### config.mk
export PLATFORM = sky130hd
export DESIGN_NAME = script_token_scanner_flat
export DESIGN_NICKNAME = d
export VERILOG_FILES = /design/src/hw/rtl/stc_pkg.sv /design/src/hw/rtl/stc_stream_if.sv /design/src/hw/rtl/script_token_scanner.sv /design/src/hw/rtl/stc_scan.sv /design/src/hw/rtl/stc_result_fifo.sv /design/src/flat_wrapper.sv
export SDC_FILE = /design/constraint.sdc
export NUM_CORES = 1
export LEC_CHECK = 0
export ABC_AREA = 1
export BUFFER_PORTS_ARGS = -buffer_cell sky130_fd_sc_hd__buf_2
export CORE_MARGIN = 1.5
export CORE_UTILIZATION = 35
export DETAILED_ROUTE_END_ITERATION = 12
export PLACE_DENSITY = 0.56
export SLEW_MARGIN = 20
export SYNTH_ARGS = -nofsm -noshare
export SYNTH_HDL_FRONTEND = slang
export SYNTH_SLANG_ARGS = --single-unit
### constraint.sdc
create_clock -name clk -period 5 [get_ports clk]
set_input_delay 1 -clock clk [delete_from_list [all_inputs] [get_ports clk]]
set_output_delay 1 -clock clk [all_outputs]
set_load 0.02 [all_outputs]
### src/hw/rtl/stc_pkg.sv
// Shared types, character constants and decode functions for the script token scanner.
// No dependencies; every file of the block but stc_stream_if imports this package.
package stc_pkg;

    localparam int POSITION_BITS_DEFAULT = 16;
    localparam int START_BITS            = 16;
    localparam int LEN_BITS              = 16;
    localparam int FIFO_DEPTH            = 4;

    typedef enum logic [2:0] {
        MODE_IDLE,
        MODE_OP,
        MODE_IDENT,
        MODE_INT,
        MODE_FRAC,
        MODE_STRING
    } scan_mode_t;

    // token kinds
    localparam logic [2:0] KIND_OP     = 3'd0;
    localparam logic [2:0] KIND_KW     = 3'd1;
    localparam logic [2:0] KIND_IDENT  = 3'd2;
    localparam logic [2:0] KIND_INT    = 3'd3;
    localparam logic [2:0] KIND_REAL   = 3'd4;
    localparam logic [2:0] KIND_STRING = 3'd5;
    localparam logic [2:0] KIND_SYMBOL = 3'd6;

    // operator codes
    localparam logic [7:0] OP_ASSIGN = 8'd0;
    localparam logic [7:0] OP_EQ     = 8'd1;
    localparam logic [7:0] OP_DEFINE = 8'd2;
    localparam logic [7:0] OP_PLUS   = 8'd3;
    localparam logic [7:0] OP_MINUS  = 8'd4;
    localparam logic [7:0] OP_MUL    = 8'd5;
    localparam logic [7:0] OP_DIV    = 8'd6;
    localparam logic [7:0] OP_NOT    = 8'd7;
    localparam logic [7:0] OP_NE     = 8'd8;
    localparam logic [7:0] OP_GT     = 8'd9;
    localparam logic [7:0] OP_GE     = 8'd10;
    localparam logic [7:0] OP_LT     = 8'd11;
    localparam logic [7:0] OP_LE     = 8'd12;
    localparam logic [7:0] OP_ARROW  = 8'd13;
    localparam logic [7:0] OP_LARROW = 8'd14;
    localparam logic [7:0] OP_OR     = 8'd15;
    localparam logic [7:0] OP_AND    = 8'd16;

    // keyword codes
    localparam logic [1:0] KW_TRUE   = 2'd0;
    localparam logic [1:0] KEY_FALSE = 2'd1;
    localparam logic [1:0] KW_NIL    = 2'd2;

    // ASCII
    localparam logic [7:0] CH_EQ    = 8'h3D;
    localparam logic [7:0] CH_MINUS = 8'h2D;
    localparam logic [7:0] CH_BANG  = 8'h21;
    localparam logic [7:0] CH_GT    = 8'h3E;
    localparam logic [7:0] CH_LT    = 8'h3C;
    localparam logic [7:0] CH_COLON = 8'h3A;
    localparam logic [7:0] CH_BAR   = 8'h7C;
    localparam logic [7:0] CH_AMP   = 8'h26;
    localparam logic [7:0] CH_PLUS  = 8'h2B;
    localparam logic [7:0] CH_STAR  = 8'h2A;
    localparam logic [7:0] CH_SLASH = 8'h2F;
    localparam logic [7:0] CH_DOT   = 8'h2E;
    localparam logic [7:0] CH_QUOTE = 8'h22;
    localparam logic [7:0] CH_SPACE = 8'h20;
    localparam logic [7:0] CH_LOW_T = 8'h74;
    localparam logic [7:0] CH_LOW_F = 8'h66;
    localparam logic [7:0] CH_LOW_N = 8'h6E;

    typedef struct packed {
        logic [7:0] char_in;
        logic       end_of_input;
    } byte_item_t;

    typedef struct packed {
        logic [2:0]            token_kind;
        logic [7:0]            token_code;
        logic [START_BITS-1:0] start_position;
        logic [LEN_BITS-1:0]   token_length;
        logic                  space_before;
        logic                  last_of_run;
    } token_t;

    // results of one scanned byte, handed to the result queue
    typedef struct packed {
        logic [1:0] count;
        token_t     first;
        token_t     second;
    } stc_push_t;

    typedef struct packed {
        logic       hit;
        logic [7:0] code;
    } op_match_t;

    function automatic logic is_space(logic [7:0] c);
        return (c == CH_SPACE) || (c >= 8'd9 && c <= 8'd13);
    endfunction

    function automatic logic is_digit(logic [7:0] c);
        return c >= 8'h30 && c <= 8'h39;
    endfunction

    function automatic logic is_alpha(logic [7:0] c);
        return (c >= 8'h41 && c <= 8'h5A) || (c >= 8'h61 && c <= 8'h7A);
    endfunction

    // bytes that may start a two-character operator
    function automatic logic is_op_lead(logic [7:0] c);
        return c == CH_EQ || c == CH_MINUS || c == CH_BANG || c == CH_GT ||
               c == CH_LT || c == CH_COLON || c == CH_BAR || c == CH_AMP;
    endfunction

    function automatic op_match_t pair_code(logic [7:0] a, logic [7:0] b);
        op_match_t m;
        m.hit  = 1'b1;
        m.code = OP_ASSIGN;
        if (a == CH_COLON && b == CH_EQ)       m.code = OP_DEFINE;
        else if (a == CH_EQ && b == CH_EQ)     m.code = OP_EQ;
        else if (a == CH_MINUS && b == CH_GT)  m.code = OP_ARROW;
        else if (a == CH_BANG && b == CH_EQ)   m.code = OP_NE;
        else if (a == CH_GT && b == CH_EQ)     m.code = OP_GE;
        else if (a == CH_LT && b == CH_EQ)     m.code = OP_LE;
        else if (a == CH_LT && b == CH_MINUS)  m.code = OP_LARROW;
        else if (a == CH_BAR && b == CH_BAR)   m.code = OP_OR;
        else if (a == CH_AMP && b == CH_AMP)   m.code = OP_AND;
        else                                   m.hit  = 1'b0;
        return m;
    endfunction

    // lone operator byte; a miss means the byte closes as a symbol
    function automatic op_match_t single_code(logic [7:0] c);
        op_match_t m;
        m.hit  = 1'b1;
        m.code = OP_ASSIGN;
        if (c == CH_EQ)         m.code = OP_ASSIGN;
        else if (c == CH_MINUS) m.code = OP_MINUS;
        else if (c == CH_BANG)  m.code = OP_NOT;
        else if (c == CH_GT)    m.code = OP_GT;
        else if (c == CH_LT)    m.code = OP_LT;
        else                    m.hit  = 1'b0;
        return m;
    endfunction

    function automatic logic [LEN_BITS-1:0] kw_len(logic [1:0] k);
        logic [LEN_BITS-1:0] n;
        unique case (k)
            KW_TRUE:   n = LEN_BITS'(4);
            KEY_FALSE: n = LEN_BITS'(5);
            KW_NIL:    n = LEN_BITS'(3);
            default:   n = '0;
        endcase
        return n;
    endfunction

    function automatic logic [7:0] kw_char(logic [1:0] k, logic [2:0] i);
        logic [7:0] ch;
        ch = 8'h00;
        unique case (k)
            KW_TRUE:
                unique case (i)
                    3'd0:    ch = 8'h74;
                    3'd1:    ch = 8'h72;
                    3'd2:    ch = 8'h75;
                    3'd3:    ch = 8'h65;
                    default: ch = 8'h00;
                endcase
            KEY_FALSE:
                unique case (i)
                    3'd0:    ch = 8'h66;
                    3'd1:    ch = 8'h61;
                    3'd2:    ch = 8'h6C;
                    3'd3:    ch = 8'h73;
                    3'd4:    ch = 8'h65;
                    default: ch = 8'h00;
                endcase
            KW_NIL:
                unique case (i)
                    3'd0:    ch = 8'h6E;
                    3'd1:    ch = 8'h69;
                    3'd2:    ch = 8'h6C;
                    default: ch = 8'h00;
                endcase
            default: ch = 8'h00;
        endcase
        return ch;
    endfunction

endpackage

### src/hw/rtl/stc_stream_if.sv
// Valid/ready stream channel used by both sides of the token scanner.
// Payload type is set per instance; no package dependency.
interface stc_stream_if #(parameter type payload_t = logic);
    logic     valid;
    logic     ready;
    payload_t payload;

    modport source (output valid, output payload, input ready);
    modport sink   (input valid, input payload, output ready);
endinterface

### src/hw/rtl/script_token_scanner.sv
// Top level of the script token scanner: byte channel in, token channel out.
// Depends on stc_pkg, stc_stream_if, stc_scan and stc_result_fifo.
//
// Usage
//   byte_stream (sink): one source byte per transfer, payload byte_item_t
//   {char_in, end_of_input}. A transfer with end_of_input set closes any open
//   token and rewinds the byte offset to zero for the next source.
//   token_stream (source): one token per transfer, payload token_t.
//   last_of_run marks the final token caused by one input byte.
// Ordering: the tokens caused by a byte are written to the result queue at
//   that byte's transfer; the second token of a byte follows the first.
// Throughput: one byte per cycle while the result queue has room. The rate
//   is set by the output side, which takes one transfer per token, so a byte
//   that yields two tokens holds it longer. The scanner state updates once per byte.
// Stall: tokens collect in a 4-entry result queue. byte_stream.ready is high
//   while at least two entries are free, so input keeps flowing while a
//   finished token waits on a stalled receiver, and drops only once the queue
//   backs up.
// Reset: rst_n (async, active low) empties the queue and returns the scanner
//   to idle at byte offset zero with no whitespace seen.
module script_token_scanner #(
    parameter int POSITION_BITS = stc_pkg::POSITION_BITS_DEFAULT
) (
    input  logic         clk,
    input  logic         rst_n,
    stc_stream_if.sink   byte_stream,
    stc_stream_if.source token_stream
);
    import stc_pkg::*;

    stc_push_t push;
    logic      step;
    logic      room;

    // a byte transfer completes here; the scanner advances on it
    assign step              = byte_stream.valid && byte_stream.ready;
    assign byte_stream.ready = room;

    stc_scan #(
        .POSITION_BITS (POSITION_BITS)
    ) u_scan (
        .clk   (clk),
        .rst_n (rst_n),
        .step  (step),
        .item  (byte_stream.payload),
        .push  (push)
    );

    stc_result_fifo u_fifo (
        .clk       (clk),
        .rst_n     (rst_n),
        .push      (push),
        .room      (room),
        .out_valid (token_stream.valid),
        .out_ready (token_stream.ready),
        .out_token (token_stream.payload)
    );

    // an empty output side must never hold off input
    a_ready_when_empty: assert property (@(posedge clk) disable iff (!rst_n)
        !token_stream.valid |-> byte_stream.ready)
        else $error("input stalled with no tokens queued");

    // tokens are only produced by an accepted byte
    a_push_needs_step: assert property (@(posedge clk) disable iff (!rst_n)
        (push.count != 2'd0) |-> step)
        else $error("tokens pushed without a byte transfer");

    // a two-token byte marks only its second token as last of run
    a_pair_last_flag: assert property (@(posedge clk) disable iff (!rst_n)
        (push.count == 2'd2) |-> (!push.first.last_of_run && push.second.last_of_run))
        else $error("last_of_run misplaced on a two-token byte");

    // no unknown kind ever reaches the receiver
    a_kind_range: assert property (@(posedge clk) disable iff (!rst_n)
        token_stream.valid |-> (token_stream.payload.token_kind <= KIND_SYMBOL))
        else $error("token kind out of range");

endmodule

### src/hw/rtl/stc_scan.sv
// Scanner state and per-byte decode: turns one accepted byte into zero, one or two tokens.
// Depends on stc_pkg.
module stc_scan #(
    parameter int POSITION_BITS = stc_pkg::POSITION_BITS_DEFAULT
) (
    input  logic               clk,
    input  logic               rst_n,
    input  logic               step,
    input  stc_pkg::byte_item_t item,
    output stc_pkg::stc_push_t  push
);
    import stc_pkg::*;

    scan_mode_t                mode_reg, mode_next;
    logic [POSITION_BITS-1:0]  pos_reg, pos_next;
    logic [POSITION_BITS-1:0]  tstart_reg, tstart_next;
    logic [LEN_BITS-1:0]       count_reg, count_next;
    logic [7:0]                pend_reg, pend_next;
    logic [2:0]                kwf_reg, kwf_next;
    logic                      space_reg, space_next;

    logic [7:0]  c;
    logic        eoi;
    logic        c_space, c_digit, c_alpha, c_alnum, c_lead, c_quote, c_dot;
    op_match_t   pair, lone;
    logic        pair_hit, cont, close_now, fresh, emit_a, emit_b;
    logic [2:0]  kw_mask;
    logic [2:0]  kw_init;
    logic [LEN_BITS-1:0]      count_inc;
    logic [POSITION_BITS-1:0] pos_inc, tstart_inc, a_pos;
    logic [POSITION_BITS+START_BITS-1:0] a_ext, b_ext;
    logic [START_BITS-1:0]    a_start, b_start;
    token_t tok_a, tok_b;

    assign c       = item.char_in;
    assign eoi     = item.end_of_input;
    assign c_space = is_space(c);
    assign c_digit = is_digit(c);
    assign c_alpha = is_alpha(c);
    assign c_alnum = c_alpha || c_digit;
    assign c_lead  = is_op_lead(c);
    assign c_quote = (c == CH_QUOTE);
    assign c_dot   = (c == CH_DOT);
    assign pair    = pair_code(pend_reg, c);
    assign lone    = single_code(pend_reg);

    assign count_inc  = (count_reg == '1) ? count_reg : count_reg + LEN_BITS'(1);
    assign pos_inc    = (pos_reg == '1) ? pos_reg : pos_reg + POSITION_BITS'(1);
    assign tstart_inc = (tstart_reg == '1) ? tstart_reg : tstart_reg + POSITION_BITS'(1);

    // keyword letters still matching at the current offset
    always_comb
    begin
        for (int k = 0; k < 3; k++)
        begin
            kw_mask[k] = (count_reg < kw_len(2'(k))) &&
                         (kw_char(2'(k), count_reg[2:0]) == c);
        end
        kw_init = {c == CH_LOW_N, c == CH_LOW_F, c == CH_LOW_T};
    end

    // shared decode
    always_comb
    begin
        unique case (mode_reg)
            MODE_IDENT:  cont = c_alnum;
            MODE_INT:    cont = c_digit || c_dot;
            MODE_FRAC:   cont = c_digit;
            MODE_STRING: cont = !c_quote;
            default:     cont = 1'b0;
        endcase
    end

    assign pair_hit  = !eoi && (mode_reg == MODE_OP) && pair.hit;
    assign close_now = eoi ? (mode_reg != MODE_IDLE)
                           : ((mode_reg == MODE_OP) && !pair.hit) ||
                             ((mode_reg != MODE_IDLE) && (mode_reg != MODE_OP) && !cont);
    assign fresh     = !eoi && ((mode_reg == MODE_IDLE) ||
                                (close_now && (mode_reg != MODE_STRING)));
    assign emit_a    = pair_hit || close_now;
    assign emit_b    = fresh && !(c_space || c_lead || c_alpha || c_digit || c_quote);

    // next state
    always_comb
    begin
        mode_next   = mode_reg;
        pos_next    = pos_inc;
        tstart_next = tstart_reg;
        count_next  = count_reg;
        pend_next   = pend_reg;
        kwf_next    = kwf_reg;
        space_next  = space_reg;
        if (eoi)
        begin
            mode_next  = MODE_IDLE;
            pos_next   = '0;
            space_next = 1'b0;
            pend_next  = 8'h00;
        end
        else
        begin
            if (pair_hit || close_now)
                mode_next = MODE_IDLE;
            if (cont)
            begin
                count_next = count_inc;
                if (mode_reg == MODE_INT && c_dot)
                    mode_next = MODE_FRAC;
                if (mode_reg == MODE_IDENT)
                    kwf_next = kwf_reg & kw_mask;
            end
            if (fresh)
            begin
                tstart_next = pos_reg;
                count_next  = c_quote ? '0 : LEN_BITS'(1);
                priority if (c_lead)
                begin
                    mode_next = MODE_OP;
                    pend_next = c;
                end
                else if (c_alpha)
                begin
                    mode_next = MODE_IDENT;
                    kwf_next  = kw_init;
                end
                else if (c_digit)
                    mode_next = MODE_INT;
                else if (c_quote)
                    mode_next = MODE_STRING;
                else
                    mode_next = MODE_IDLE;
            end
            if (fresh && c_space)
                space_next = 1'b1;
            else if (emit_a || emit_b)
                space_next = 1'b0;
        end
    end

    // start offsets, clipped to the output field
    assign a_pos   = (mode_reg == MODE_STRING) ? tstart_inc : tstart_reg;
    assign a_ext   = {START_BITS'(0), a_pos};
    assign b_ext   = {START_BITS'(0), pos_reg};
    assign a_start = (|a_ext[POSITION_BITS+START_BITS-1:START_BITS]) ? '1 : a_ext[START_BITS-1:0];
    assign b_start = (|b_ext[POSITION_BITS+START_BITS-1:START_BITS]) ? '1 : b_ext[START_BITS-1:0];

    // outputs
    always_comb
    begin
        tok_a.start_position = a_start;
        tok_a.token_length   = count_reg;
        tok_a.space_before   = space_reg;
        tok_a.last_of_run    = 1'b0;
        tok_a.token_code     = 8'h00;
        tok_a.token_kind     = KIND_IDENT;
        if (pair_hit)
        begin
            tok_a.token_kind   = KIND_OP;
            tok_a.token_code   = pair.code;
            tok_a.token_length = LEN_BITS'(2);
        end
        else
        begin
            unique case (mode_reg)
                MODE_OP:
                begin
                    tok_a.token_kind   = lone.hit ? KIND_OP : KIND_SYMBOL;
                    tok_a.token_code   = lone.hit ? lone.code : pend_reg;
                    tok_a.token_length = LEN_BITS'(1);
                end
                MODE_IDENT:
                begin
                    priority if (kwf_reg[KW_TRUE] && count_reg == kw_len(KW_TRUE))
                    begin
                        tok_a.token_kind = KIND_KW;
                        tok_a.token_code = 8'(KW_TRUE);
                    end
                    else if (kwf_reg[KEY_FALSE] && count_reg == kw_len(KEY_FALSE))
                    begin
                        tok_a.token_kind = KIND_KW;
                        tok_a.token_code = 8'(KEY_FALSE);
                    end
                    else if (kwf_reg[KW_NIL] && count_reg == kw_len(KW_NIL))
                    begin
                        tok_a.token_kind = KIND_KW;
                        tok_a.token_code = 8'(KW_NIL);
                    end
                    else
                        tok_a.token_kind = KIND_IDENT;
                end
                MODE_INT:    tok_a.token_kind = KIND_INT;
                MODE_FRAC:   tok_a.token_kind = KIND_REAL;
                MODE_STRING: tok_a.token_kind = KIND_STRING;
                default:     tok_a.token_kind = KIND_IDENT;
            endcase
        end

        tok_b.start_position = b_start;
        tok_b.token_length   = LEN_BITS'(1);
        tok_b.space_before   = emit_a ? 1'b0 : space_reg;
        tok_b.last_of_run    = 1'b1;
        tok_b.token_kind     = KIND_OP;
        priority if (c == CH_PLUS)
            tok_b.token_code = OP_PLUS;
        else if (c == CH_STAR)
            tok_b.token_code = OP_MUL;
        else if (c == CH_SLASH)
            tok_b.token_code = OP_DIV;
        else
        begin
            tok_b.token_kind = KIND_SYMBOL;
            tok_b.token_code = c;
        end

        push.count  = 2'd0;
        push.first  = tok_a;
        push.second = tok_b;
        if (step)
        begin
            push.count = {1'b0, emit_a} + {1'b0, emit_b};
            if (emit_a && !emit_b)
                push.first.last_of_run = 1'b1;
            else if (!emit_a)
                push.first = tok_b;
        end
    end

    always_ff @(posedge clk or negedge rst_n)
    begin
        if (!rst_n)
        begin
            mode_reg   <= MODE_IDLE;
            pos_reg    <= '0;
            tstart_reg <= '0;
            count_reg  <= '0;
            pend_reg   <= 8'h00;
            kwf_reg    <= 3'b111;
            space_reg  <= 1'b0;
        end
        else if (step)
        begin
            mode_reg   <= mode_next;
            pos_reg    <= pos_next;
            tstart_reg <= tstart_next;
            count_reg  <= count_next;
            pend_reg   <= pend_next;
            kwf_reg    <= kwf_next;
            space_reg  <= space_next;
        end
    end

endmodule

### src/hw/rtl/stc_result_fifo.sv
// Result queue: up to two tokens in a cycle, one out a cycle on out_ready.
// Depends on stc_pkg.
module stc_result_fifo (
    input  logic               clk,
    input  logic               rst_n,
    input  stc_pkg::stc_push_t push,
    output logic               room,
    output logic               out_valid,
    input  logic               out_ready,
    output stc_pkg::token_t    out_token
);
    import stc_pkg::*;

    localparam int PTR_BITS = $clog2(FIFO_DEPTH);
    localparam int CNT_BITS = $clog2(FIFO_DEPTH + 1);

    token_t              mem [FIFO_DEPTH];
    logic [PTR_BITS-1:0] wr_reg, wr_next, rd_reg, rd_next;
    logic [CNT_BITS-1:0] cnt_reg, cnt_next;
    logic                pop;

    assign out_valid = (cnt_reg != '0);
    assign out_token = mem[rd_reg];
    assign pop       = out_valid && out_ready;
    // room for a two-token byte even when nothing drains this cycle
    assign room      = (cnt_reg <= CNT_BITS'(FIFO_DEPTH - 2));

    assign wr_next  = wr_reg + PTR_BITS'(push.count);
    assign rd_next  = rd_reg + PTR_BITS'(pop);
    assign cnt_next = cnt_reg + CNT_BITS'(push.count) - CNT_BITS'(pop);

    always_ff @(posedge clk)
    begin
        if (push.count != 2'd0)
            mem[wr_reg] <= push.first;
        if (push.count == 2'd2)
            mem[wr_reg + PTR_BITS'(1)] <= push.second;
    end

    always_ff @(posedge clk or negedge rst_n)
    begin
        if (!rst_n)
        begin
            wr_reg  <= '0;
            rd_reg  <= '0;
            cnt_reg <= '0;
        end
        else
        begin
            wr_reg  <= wr_next;
            rd_reg  <= rd_next;
            cnt_reg <= cnt_next;
        end
    end

endmodule

### src/flat_wrapper.sv
// flat-port wrapper written by rule: the top's interface ports become plain ports
module script_token_scanner_flat import stc_pkg::*;
#(
    parameter int POSITION_BITS = stc_pkg::POSITION_BITS_DEFAULT
)
  (clk, rst_n, byte_stream_valid, byte_stream_payload, byte_stream_ready, token_stream_valid, token_stream_payload, token_stream_ready);
  stc_stream_if #(.payload_t(byte_item_t)) byte_stream_i ();
  stc_stream_if #(.payload_t(token_t)) token_stream_i ();
  input  logic clk;
  input  logic rst_n;
  input wire logic [$bits(byte_stream_i.valid)-1:0] byte_stream_valid;
  input wire logic [$bits(byte_stream_i.payload)-1:0] byte_stream_payload;
  output wire logic [$bits(byte_stream_i.ready)-1:0] byte_stream_ready;
  output wire logic [$bits(token_stream_i.valid)-1:0] token_stream_valid;
  output wire logic [$bits(token_stream_i.payload)-1:0] token_stream_payload;
  input wire logic [$bits(token_stream_i.ready)-1:0] token_stream_ready;
  assign byte_stream_i.valid = byte_stream_valid;
  assign byte_stream_i.payload = byte_stream_payload;
  assign byte_stream_ready = byte_stream_i.ready;
  assign token_stream_valid = token_stream_i.valid;
  assign token_stream_payload = token_stream_i.payload;
  assign token_stream_i.ready = token_stream_ready;
  script_token_scanner #(.POSITION_BITS(POSITION_BITS)) u_core (.clk(clk), .rst_n(rst_n), .byte_stream(byte_stream_i), .token_stream(token_stream_i));
endmodule
==> results of run 1 <==
==> kinds of logic after synthesis <==
group | after synthesis | synth area share [%]
buffers and inverters | 238 | 6.98
XOR/XNOR | 29 | 1.85
AO/OA/AOI/OAI | 399 | 15.2
AND/OR/NAND/NOR | 855 | 27.5
flip-flops | 250 | 46.9
adder cells (fa/ha/maj) | 17 | 1.60
==> final cells by class <==
cell class	count	area (um2)
repair buffers	91	538
fillers	3989	23200
clock inverters	14	171
well taps	518	648
multi-input cells	1300	6340
inverters	155	582
flip-flops and latches	250	6440
clock buffers	36	771
==> routing by layer <==
| layer | up-vias | track usage, % | part of all wire [%] |
|---|---|---|---|
| met3 | 44 | 2.66 | 6.9 |
| met4 | 0 | 4.46 | 1.3 |
| met1 | 5961 | 31.0 | 47 |
| met2 | 441 | 32.8 | 44 |
| met5 | - | 0 | 0 |
| li1 | 6138 | - | - |
==> cell usage in the layout (no fill, tap or decap), drive strengths merged, types with 16 or more instances in the layout <==
| master | Yosys | final |
|---|---|---|
| buf | 30 | 91 |
| nand4 | 18 | 18 |
| nand3 | 201 | 201 |
| dfxtp | 72 | 72 |
| nor3 | 34 | 34 |
| xor2 | 25 | 25 |
| nor2 | 198 | 198 |
| nand2 | 392 | 392 |
| edfxtp | 108 | 108 |
| clkbuf | 53 | 36 |
| o22ai | 52 | 52 |
| a21oi | 32 | 32 |
| o21ai | 306 | 306 |
| dfrtp | 67 | 67 |
| inv | 149 | 151 |
| ha | 16 | 16 |
==> final timing paths <==
kind                                           start                          to  slack (ns)  cells after the start
min in group asynchronous                      rst_n  u_core.u_scan.count_reg[7]        0.58                      1
min reg2reg                  u_core.u_fifo.mem[2][6]     u_core.u_fifo.mem[2][6]        0.45                      2
min                          u_core.u_fifo.mem[2][6]     u_core.u_fifo.mem[2][6]        0.45                      2
max in group asynchronous                      rst_n     u_core.u_fifo.rd_reg[0]        3.75                      1
max                           byte_stream_payload[7]    u_core.u_fifo.mem[0][40]        0.68                     24
max reg2reg                u_core.u_scan.pend_reg[5]    u_core.u_fifo.mem[0][40]        0.93                     25
==> worst register-to-register path: cells and delay by family, from the launching register on <==
family | cells | cell delay [ns]
AO/OA/AOI/OAI | 1 | 0.36
AND/OR/NAND/NOR | 17 | 2.00
flip-flops | 1 | 0.45
adder cells (fa/ha/maj) | 1 | 0.19
buffers and inverters | 6 | 0.90
==> Yosys cell counts (10+ instances only) <==
| cell type | count |
|---|---|
| xor2_1 | 25 |
| nor2_1 | 184 |
| nand2_2 | 23 |
| nand4_1 | 18 |
| o21ai_0 | 179 |
| a21oi_1 | 32 |
| nand2_1 | 366 |
| o22ai_1 | 52 |
| buf_2 | 16 |
| ha_1 | 16 |
| clkbuf_1 | 53 |
| dfxtp_1 | 72 |
| nor3_1 | 34 |
| dfrtp_1 | 67 |
| inv_1 | 139 |
| o21ai_1 | 127 |
| edfxtp_1 | 108 |
| nand3_1 | 195 |
| inv_2 | 10 |
==> stage by stage <==
step	hold WS, ns	power (mW)	setup WS [ns]	utilization [%]	std cells
global placement	0.434	6.90	0.339	37.6	2314
global route	0.470	9.63	0.290	40.1	2364
floorplan	0.423	5.63	0.389	-	1788
finish	0.455	9.02	0.679	40.1	2364
detailed placement	0.444	6.95	0.187	37.6	2314
CTS	0.457	9.05	0.744	40.1	2364
==> where the power goes <==
part	total, mW	leakage (nW)	internal [mW]	switching (mW)
clock	2.10	0.446	1.25	0.855
combinational	4.01	3.28	1.10	2.91
sequential	2.91	2.53	2.60	0.316
==> flow_metrics.tcl, run 1 <==
set metrics [dict create \
    required_ns 5.36 \
    rsz0062_at_grt "no" \
    synth_edf_count 108 \
    min_path_type "reg2reg" \
    largest_reg_flops 180 \
    synth_top_cell_by_area "edfxtp_1" \
    dp_hpwl_um 29800 \
    grt_max_degree 92 \
    synth_flop_cell "edfxtp_1" \
    antenna_cells 0 \
    core_mm2 0.0386 \
    grt_pass1_vias 11900 \
    start_util_pct 35.5 \
    netlist_instances 1788 \
    cpLargestDelayFamily "simple AND/OR/NAND/NOR gates" \
    cts_buffers 27 \
    mappedNetlistArea_mm2 0.0137 \
    cap_violations 0 \
    syn_avg_cell_area_um2 7.68 \
    drive_gt1_share_pct 10.9 \
    viasPerCell 5.32 \
    wire_per_inst_um 18.3 \
    io_pins 60 \
    chipHeight_um 201 \
    finalHoldViolCount 0 \
    p_leak_nw 6.26 \
    p_per_area_mw_per_mm2 582 \
    portBuffers 59 \
    placed_area_mm2 0.0145 \
    antenna_found_initial 0 \
    cts_max_level 1 \
    post-route-period-util_pct 86.4 \
    gp_congestion 0.920 \
    vdd_drop_max_mv 0.323 \
    clock-root-buffer "clkbuf_16" \
    syn_nets 1818 \
    fin_tns_setup_ns 0 \
    critPathMaxStageDelay_ns 0.42 \
    wirelength_um 43200 \
    worst_slew_pin_slew_ns 1.06 \
    grt_pass1_wl_um 68000 \
    fp.dieW_um 201 \
    grtUsageTotal_pct 21.0 \
    final_antenna_net_count 0 \
    status "finished, final reports clean" \
    path_cells "buf_2 -> nor2_4 -> nand2_2 -> nor2_2 -> nand2_1 -> nand2_1 -> nand2_1 -> nor2_1 -> nand3_1 -> nand2_1 -> nand2_1 -> nand2_2 -> nand3_1 -> nor2_1 -> ha_1 -> inv_1 -> nor2_1 -> inv_1 -> nor2_1 -> inv_1 -> nor2_2 -> buf_4 -> inv_1 -> o21ai_0" \
    synth_area_leaders "edfxtp_1 (24%), dfrtp_1 (12%), dfxtp_1 (10%)" \
    drc 0 \
    num_rows 72 \
    slew_headroom_pct 28.4 \
    yosysWarnings 0 \
    clock_latency_ns 0.55 \
    dr_total_vias 12600 \
    first_iter_violations 1071 \
    final_cell_area_mm2 0.0155 \
    path_buf_inv 6 \
    overflow 0 \
    arrival_ns 4.68 \
    cp-start-kind "input port" \
    crit_top_cell "nand2_1" \
    async_reset_ff_share_pct 28.0 \
    ys_seq_area_share_pct 46.9 \
    max_flop_register "u_core.u_fifo.mem" \
    cp-end-kind "register" \
    hold_buffers 0 \
    crit_type "in2reg" \
    slowest_stage "inv_1" \
    synth.distinct_cells 44 \
    critPathMaxFanout 19 \
    cts_tree "yes" \
    setup_viol 0 \
    dr.pass1.iters 5 \
    syn_to_final_growth_pct 12.8 \
    slew_viol_final 0 \
    nNetsFinal 1855 \
    ys_ff_latch 250 \
    cts_resized 0 \
    max_freq_mhz 231 \
    fin_crit_ns 4.32 \
    clock_path_buffers 3 \
    synth.top_cell.area_share_pct 23.6 \
    fp.dieArea_mm2 0.0404 \
    post_cts_buffers 0 \
    fin_skew_ns 0.0188 \
    cts.sinks 250 \
    path_clk_slew_ns 0.07 \
]
Power figures use the tool's default switching activity.
==> run 2, diff against run 1 <==
--- a/config.mk
+++ b/config.mk
@@ -9,6 +9,7 @@
 export BUFFER_PORTS_ARGS = -buffer_cell sky130_fd_sc_hd__buf_2
 export CORE_MARGIN = 1.5
 export CORE_UTILIZATION = 35
+export CTS_CLUSTER_SIZE = 16
 export DETAILED_ROUTE_END_ITERATION = 12
 export PLACE_DENSITY = 0.56
 export SLEW_MARGIN = 20
==> constraint.sdc (replaced) <==
create_clock -name clk -period 5 [get_ports clk]
set_input_delay 1 -clock clk [delete_from_list [all_inputs] [get_ports clk]]
set_output_delay 1 -clock clk [all_outputs]
set_load 0.005 [all_outputs]
==> flow_metrics.tcl, run 2 (synthesis gave the netlist of run 1 again) <==
set metrics [dict create \
    grt_max_degree 92 \
    holdWs_ns 0.287 \
    fin_skew_ns 0.00965 \
    rr_worst_depth 25 \
    placed_area_mm2 0.0145 \
    num_rows 72 \
    syn_to_final_growth_pct 12.2 \
    p_per_area_mw_per_mm2 555 \
    power_frac_seq_pct 34.1 \
    crit_top_cell "nand2_1" \
    rsz0062_at_grt "no" \
    cts.sinks 250 \
    fp.dieW_um 201 \
    slew_viol_final 0 \
    dr_total_vias 12600 \
    path_buf_inv 6 \
    path_cells "buf_2 -> nor2_4 -> nand2_2 -> nor2_2 -> nand2_1 -> nand2_1 -> nand2_1 -> nor2_1 -> nand3_1 -> nand2_1 -> nand2_1 -> nand2_2 -> nand3_1 -> nor2_1 -> ha_1 -> inv_1 -> nor2_1 -> inv_1 -> nor2_1 -> nand2_1 -> clkinv_1 -> nor2_1 -> inv_1 -> buf_4" \
    post-route-period-util_pct 85.0 \
    post_cts_buffers 0 \
    clock_latency_ns 0.54 \
    cap_violations 0 \
    max_freq_mhz 235 \
    slew_headroom_pct 32.7 \
    max_flop_register "u_core.u_fifo.mem" \
    required_ns 5.18 \
    worst_slew_pin_slew_ns 0.999 \
    hold_buffers 0 \
    vdd_drop_max_mv 0.413 \
    clock_path_buffers 3 \
    fin_crit_ns 4.25 \
    drc 0 \
    dr.pass1.iters 5 \
    dp_hpwl_um 29700 \
    p_leak_nw 6.24 \
    switching_share_pct 43.7 \
    fin_tns_setup_ns 0 \
    min_path_type "in2async" \
    mostFrequentLayoutCells "nand2_1 (366), nand3_1 (195), nor2_1 (183), o21ai_0 (179), inv_1 (139)" \
    drive_gt1_share_pct 10.8 \
    fp.dieArea_mm2 0.0404 \
    nNetsFinal 1855 \
    cp-start-kind "input port" \
    rr_endpoint "u_core.u_fifo.mem[2][25]" \
    grt_pass1_wl_um 67900 \
    slowest_stage "buf_4" \
    p_comb_share_pct 43.1 \
    power_mw 8.55 \
    arrival_ns 4.44 \
    final_util_pct 39.9 \
    viasPerCell 5.32 \
    cp-end-kind "register" \
    final_antenna_net_count 0 \
    cpLargestDelayFamily "simple AND/OR/NAND/NOR gates" \
    chipHeight_um 201 \
    clock-root-buffer "clkbuf_16" \
    gp_congestion 0.916 \
    cts_resized 0 \
    cts_buffers 27 \
    layout_commonest_cell "nand2_1" \
    wirelength_um 43300 \
    crit_type "in2reg" \
    rrSetupSlack_ns 1.05 \
    antenna_cells 0 \
    portBuffers 59 \
    setup_viol 0 \
    io_pins 60 \
    largest_reg_flops 180 \
    first_iter_violations 1187 \
    final_cell_area_mm2 0.0154 \
    grt_pass1_vias 11800 \
    grtUsageTotal_pct 21.2 \
    rr_startpoint "u_core.u_scan.pend_reg[5]" \
    path_clk_slew_ns 0.06 \
    start_util_pct 35.5 \
    overflow 0 \
    cts_tree "yes" \
    finalHoldViolCount 0 \
    intPower_mw 4.81 \
    critPathMaxFanout 29 \
    clock_power_share_pct 22.8 \
    antenna_found_initial 0 \
    status "finished, final reports clean" \
    core_mm2 0.0386 \
    critPathMaxStageDelay_ns 0.41 \
    wire_per_inst_um 18.3 \
    cts_max_level 1 \
    power_switching_mw 3.74 \
]
[run 2: layout make-up]
class | instances | area, um2
Tap cell | 518 | 648
Clock inverter | 13 | 96.3
Clock buffer | 36 | 761
Sequential cell | 250 | 6440
Multi-Input combinational cell | 1300 | 6340
Inverter | 155 | 582
Timing Repair Buffer | 91 | 538
Fill cell | 3930 | 23200
[run 2: how the worst max path moves through the flow]
stage	start	to	slack, ns	cells after the start
4_1_cts	byte_stream_payload[7]	u_core.u_fifo.mem[2][43]	0.79	24
2_1_floorplan	byte_stream_payload[3]	u_core.u_fifo.mem[2][18]	0.39	27
5_1_grt	byte_stream_payload[7]	u_core.u_fifo.mem[2][43]	0.32	24
3_5_place_dp	byte_stream_payload[7]	u_core.u_fifo.mem[2][19]	0.23	24
3_3_place_gp	byte_stream_payload[7]	u_core.u_fifo.mem[1][20]	0.32	24
6_report	byte_stream_payload[7]	u_core.u_fifo.mem[2][25]	0.75	24
[run 2: metrics by stage]
stage	worst slack (ns)	instances
2_1_floorplan	0.390	1788
4_1_cts	0.794	2363
3_3_place_gp	0.320	2314
5_1_grt	0.319	2363
6_report	0.748	2363
3_5_place_dp	0.232	2314
[run 2: layer usage]
layer | up-vias | part of all wire (%) | GRT usage (%)
li1 | 6137 | - | -
met1 | 5940 | 47 | 31.8
met2 | 443 | 44 | 32.6
met3 | 42 | 7.6 | 2.59
met4 | 0 | 1.3 | 4.65
met5 | - | 0 | 0
[run 2: power by group through the flow]
| stage | logic (mW) | registers, mW | clock network (mW) |
|---|---|---|---|
| 2_1_floorplan | 2.44 | 2.84 | 0 |
| 3_3_place_gp | 3.64 | 2.93 | 0 |
| 3_5_place_dp | 3.68 | 2.94 | 0 |
| 4_1_cts | 3.69 | 2.91 | 1.98 |
| 5_1_grt | 4.12 | 2.96 | 2.06 |
| 6_report | 3.68 | 2.91 | 1.95 |
==> run 3, diff against run 2 <==
--- a/config.mk
+++ b/config.mk
@@ -15,4 +15,5 @@
 export SLEW_MARGIN = 20
 export SYNTH_ARGS = -nofsm -noshare
 export SYNTH_HDL_FRONTEND = slang
+export SYNTH_HIERARCHICAL = 1
 export SYNTH_SLANG_ARGS = --single-unit
==> flow_metrics.tcl, run 3 <==
set metrics [dict create \
    status "finished, final reports clean" \
    dr_total_vias 12600 \
    cts_tree "yes" \
    startpoint "byte_stream_payload[8]" \
    synth.top_cell.area_share_pct 35.1 \
    mappedNetlistArea_mm2 0.0154 \
    io_pins 60 \
    overflow 0 \
    cp-endpoint "u_core/u_fifo/mem[0][6]" \
    fin_crit_ns 4.05 \
    max_freq_mhz 247 \
    clock_path_buffers 3 \
    p_per_area_mw_per_mm2 509 \
    min_path_type "in2async" \
    netlist_instances 1907 \
    cts_buffers 28 \
    rr_worst_depth 19 \
    dr.pass1.iters 5 \
    cp-start-kind "input port" \
    finalHoldViolCount 0 \
    core_mm2 0.0433 \
    synth_top_cell_by_area "edfxtp_1" \
    slew_viol_final 0 \
    post_cts_buffers 0 \
    portBuffers 59 \
    rrSetupSlack_ns 1.09 \
    critPathMaxFanout 20 \
    dp_hpwl_um 29600 \
    wirelength_um 42400 \
    num_rows 76 \
    power_mw 8.63 \
    clock-root-buffer "clkbuf_16" \
    drc 0 \
    synth_flop_cell "edfxtp_1" \
    path_clk_slew_ns 0.06 \
    p_leak_nw 6.83 \
    arrival_ns 4.30 \
    grt_pass1_wl_um 68100 \
    cts.sinks 250 \
    syn_avg_cell_area_um2 8.07 \
    syn_to_final_growth_pct 10.2 \
    first_iter_violations 820 \
    fp.dieW_um 213 \
    rr_endpoint "u_core/u_fifo/mem[0][6]" \
    fin_skew_ns 0.0134 \
    slew_headroom_pct 26.7 \
    required_ns 5.25 \
    holdWs_ns 0.415 \
    cts_max_level 1 \
    clock_latency_ns 0.55 \
    vdd_drop_max_mv 0.308 \
    yosysMostFrequentCell "nand2_1" \
    hold_buffers 0 \
    grtUsageTotal_pct 19.2 \
    synth_common_cells "nand2_1 (456), nor2_1 (228), o21ai_0 (217)" \
    layout_commonest_cell "nand2_1" \
    grt_max_degree 71 \
    fp.dieArea_mm2 0.0452 \
    viasPerCell 4.97 \
    rr_startpoint "u_core/u_scan/mode_reg[2]" \
    nNetsFinal 1962 \
    async_reset_ff_share_pct 28.0 \
    synth.distinct_cells 51 \
    cap_violations 0 \
    final_antenna_net_count 0 \
    synth_area_leaders "edfxtp_1 (35%), nand2_1 (11%), dfrtp_1 (11%)" \
    cts_resized 0 \
    wire_per_inst_um 16.7 \
    fin_tns_setup_ns 0 \
    mostFrequentLayoutCells "nand2_1 (452), nor2_1 (228), o21ai_0 (217), inv_1 (185), edfxtp_1 (180)" \
    antenna_found_initial 1 \
    ys_seq_area_share_pct 46.5 \
    gp_congestion 0.911 \
    ys_ff_latch 250 \
    start_util_pct 35.6 \
    chipHeight_um 213 \
    synth_edf_count 180 \
    crit_type "in2reg" \
    largest_reg_flops 180 \
    post-route-period-util_pct 81.0 \
    cp-end-kind "register" \
    drive_gt1_share_pct 14.0 \
    rsz0062_at_grt "no" \
    grt_pass1_vias 12200 \
    setup_viol 0 \
    worst_slew_pin_slew_ns 1.09 \
    max_flop_register "u_core/u_fifo/mem" \
    yosysWarnings 6 \
]
## run 3: changes by cell type after synthesis, sizes merged, moves of 43 or more
| cell | delta |
|---|---|
| o21ai | +72 |
| nor2 | +43 |
| nand2 | +80 |
| edfxtp | +72 |
| inv | +52 |
| buf | +49 |
| dfxtp | -72 |
| o22ai | -50 |
| nand3 | -106 |
## run 3: per-layer routing
metal	share of wire, %	vias up	global-route usage (%)
met5	0	-	0
met1	49	5956	27.4
met2	45	279	30.4
met3	4.6	68	2.69
li1	-	6322	-
met4	2.1	0	4.82
## run 3: cells by family after synthesis
family | Yosys count | synth area share [%]
AND/OR/NAND/NOR | 880 | 24.6
AO/OA/AOI/OAI | 416 | 15.7
buffers and inverters | 309 | 9.85
flip-flops | 250 | 46.5
XOR/XNOR | 33 | 1.88
adder cells (fa/ha/maj) | 17 | 1.43
other | 2 | 0.0488
## run 3: worst max-delay path, stage by stage
cell and delay (ns):
buf_2 0.15, nor2_2 0.22, nand3_2 0.19, inv_2 0.16, nand3_2 0.12, nand2_1 0.11
nand3_1 0.09, nand2_2 0.10, nand2_2 0.08, nand4_1 0.11, nand3_2 0.08, nor2_1 0.20
inv_1 0.09, ha_1 0.28, nand2_1 0.05, inv_1 0.24, inv_1 0.14, nand2_1 0.13
nand2_1 0.08, nand2_2 0.41, buf_12 0.25
## run 3: area by class of cell
type,count,area [um2]
inverters,201,757
diodes,1,2.50
multi-input cells,1364,6780
fillers,4460,26300
flip-flops and latches,250,7160
clock buffers,35,758
clock inverters,15,124
repair buffers,87,633
well taps,585,732
## run 3: worst min path at each step
| stage | from | endpoint | slack (ns) |
|---|---|---|---|
| after floorplan | u_core/u_scan/kwf_reg[1] | u_core/u_scan/kwf_reg[1] | 0.46 |
| after global placement | u_core/u_fifo/rd_reg[1] | u_core/u_fifo/rd_reg[1] | 0.47 |
| after detailed placement | u_core/u_scan/kwf_reg[2] | u_core/u_scan/kwf_reg[2] | 0.49 |
| after CTS | rst_n | u_core/u_scan/pend_reg[1] | 0.41 |
| after global routing | rst_n | u_core/u_scan/pend_reg[3] | 0.44 |
| final | rst_n | u_core/u_scan/pend_reg[1] | 0.41 |
## run 3: power breakdown
group	switching (mW)	total, mW	internal, mW
clock network	0.835	2.00	1.17
logic	2.41	3.61	1.20
registers	0.260	3.02	2.76
total	3.50	8.63	5.12
## run 3: per-stage QoR
step                instances  setup WS [ns]  instance area [um2]  utilization (%)
floorplan                1923          0.325                15400                -
global placement         2487          0.421                16100             37.1
global route             2537          0.652                17000             39.2
detailed placement       2487          0.391                16100             37.1
finish                   2538          0.948                17000             39.2
CTS                      2537          0.966                17000             39.2
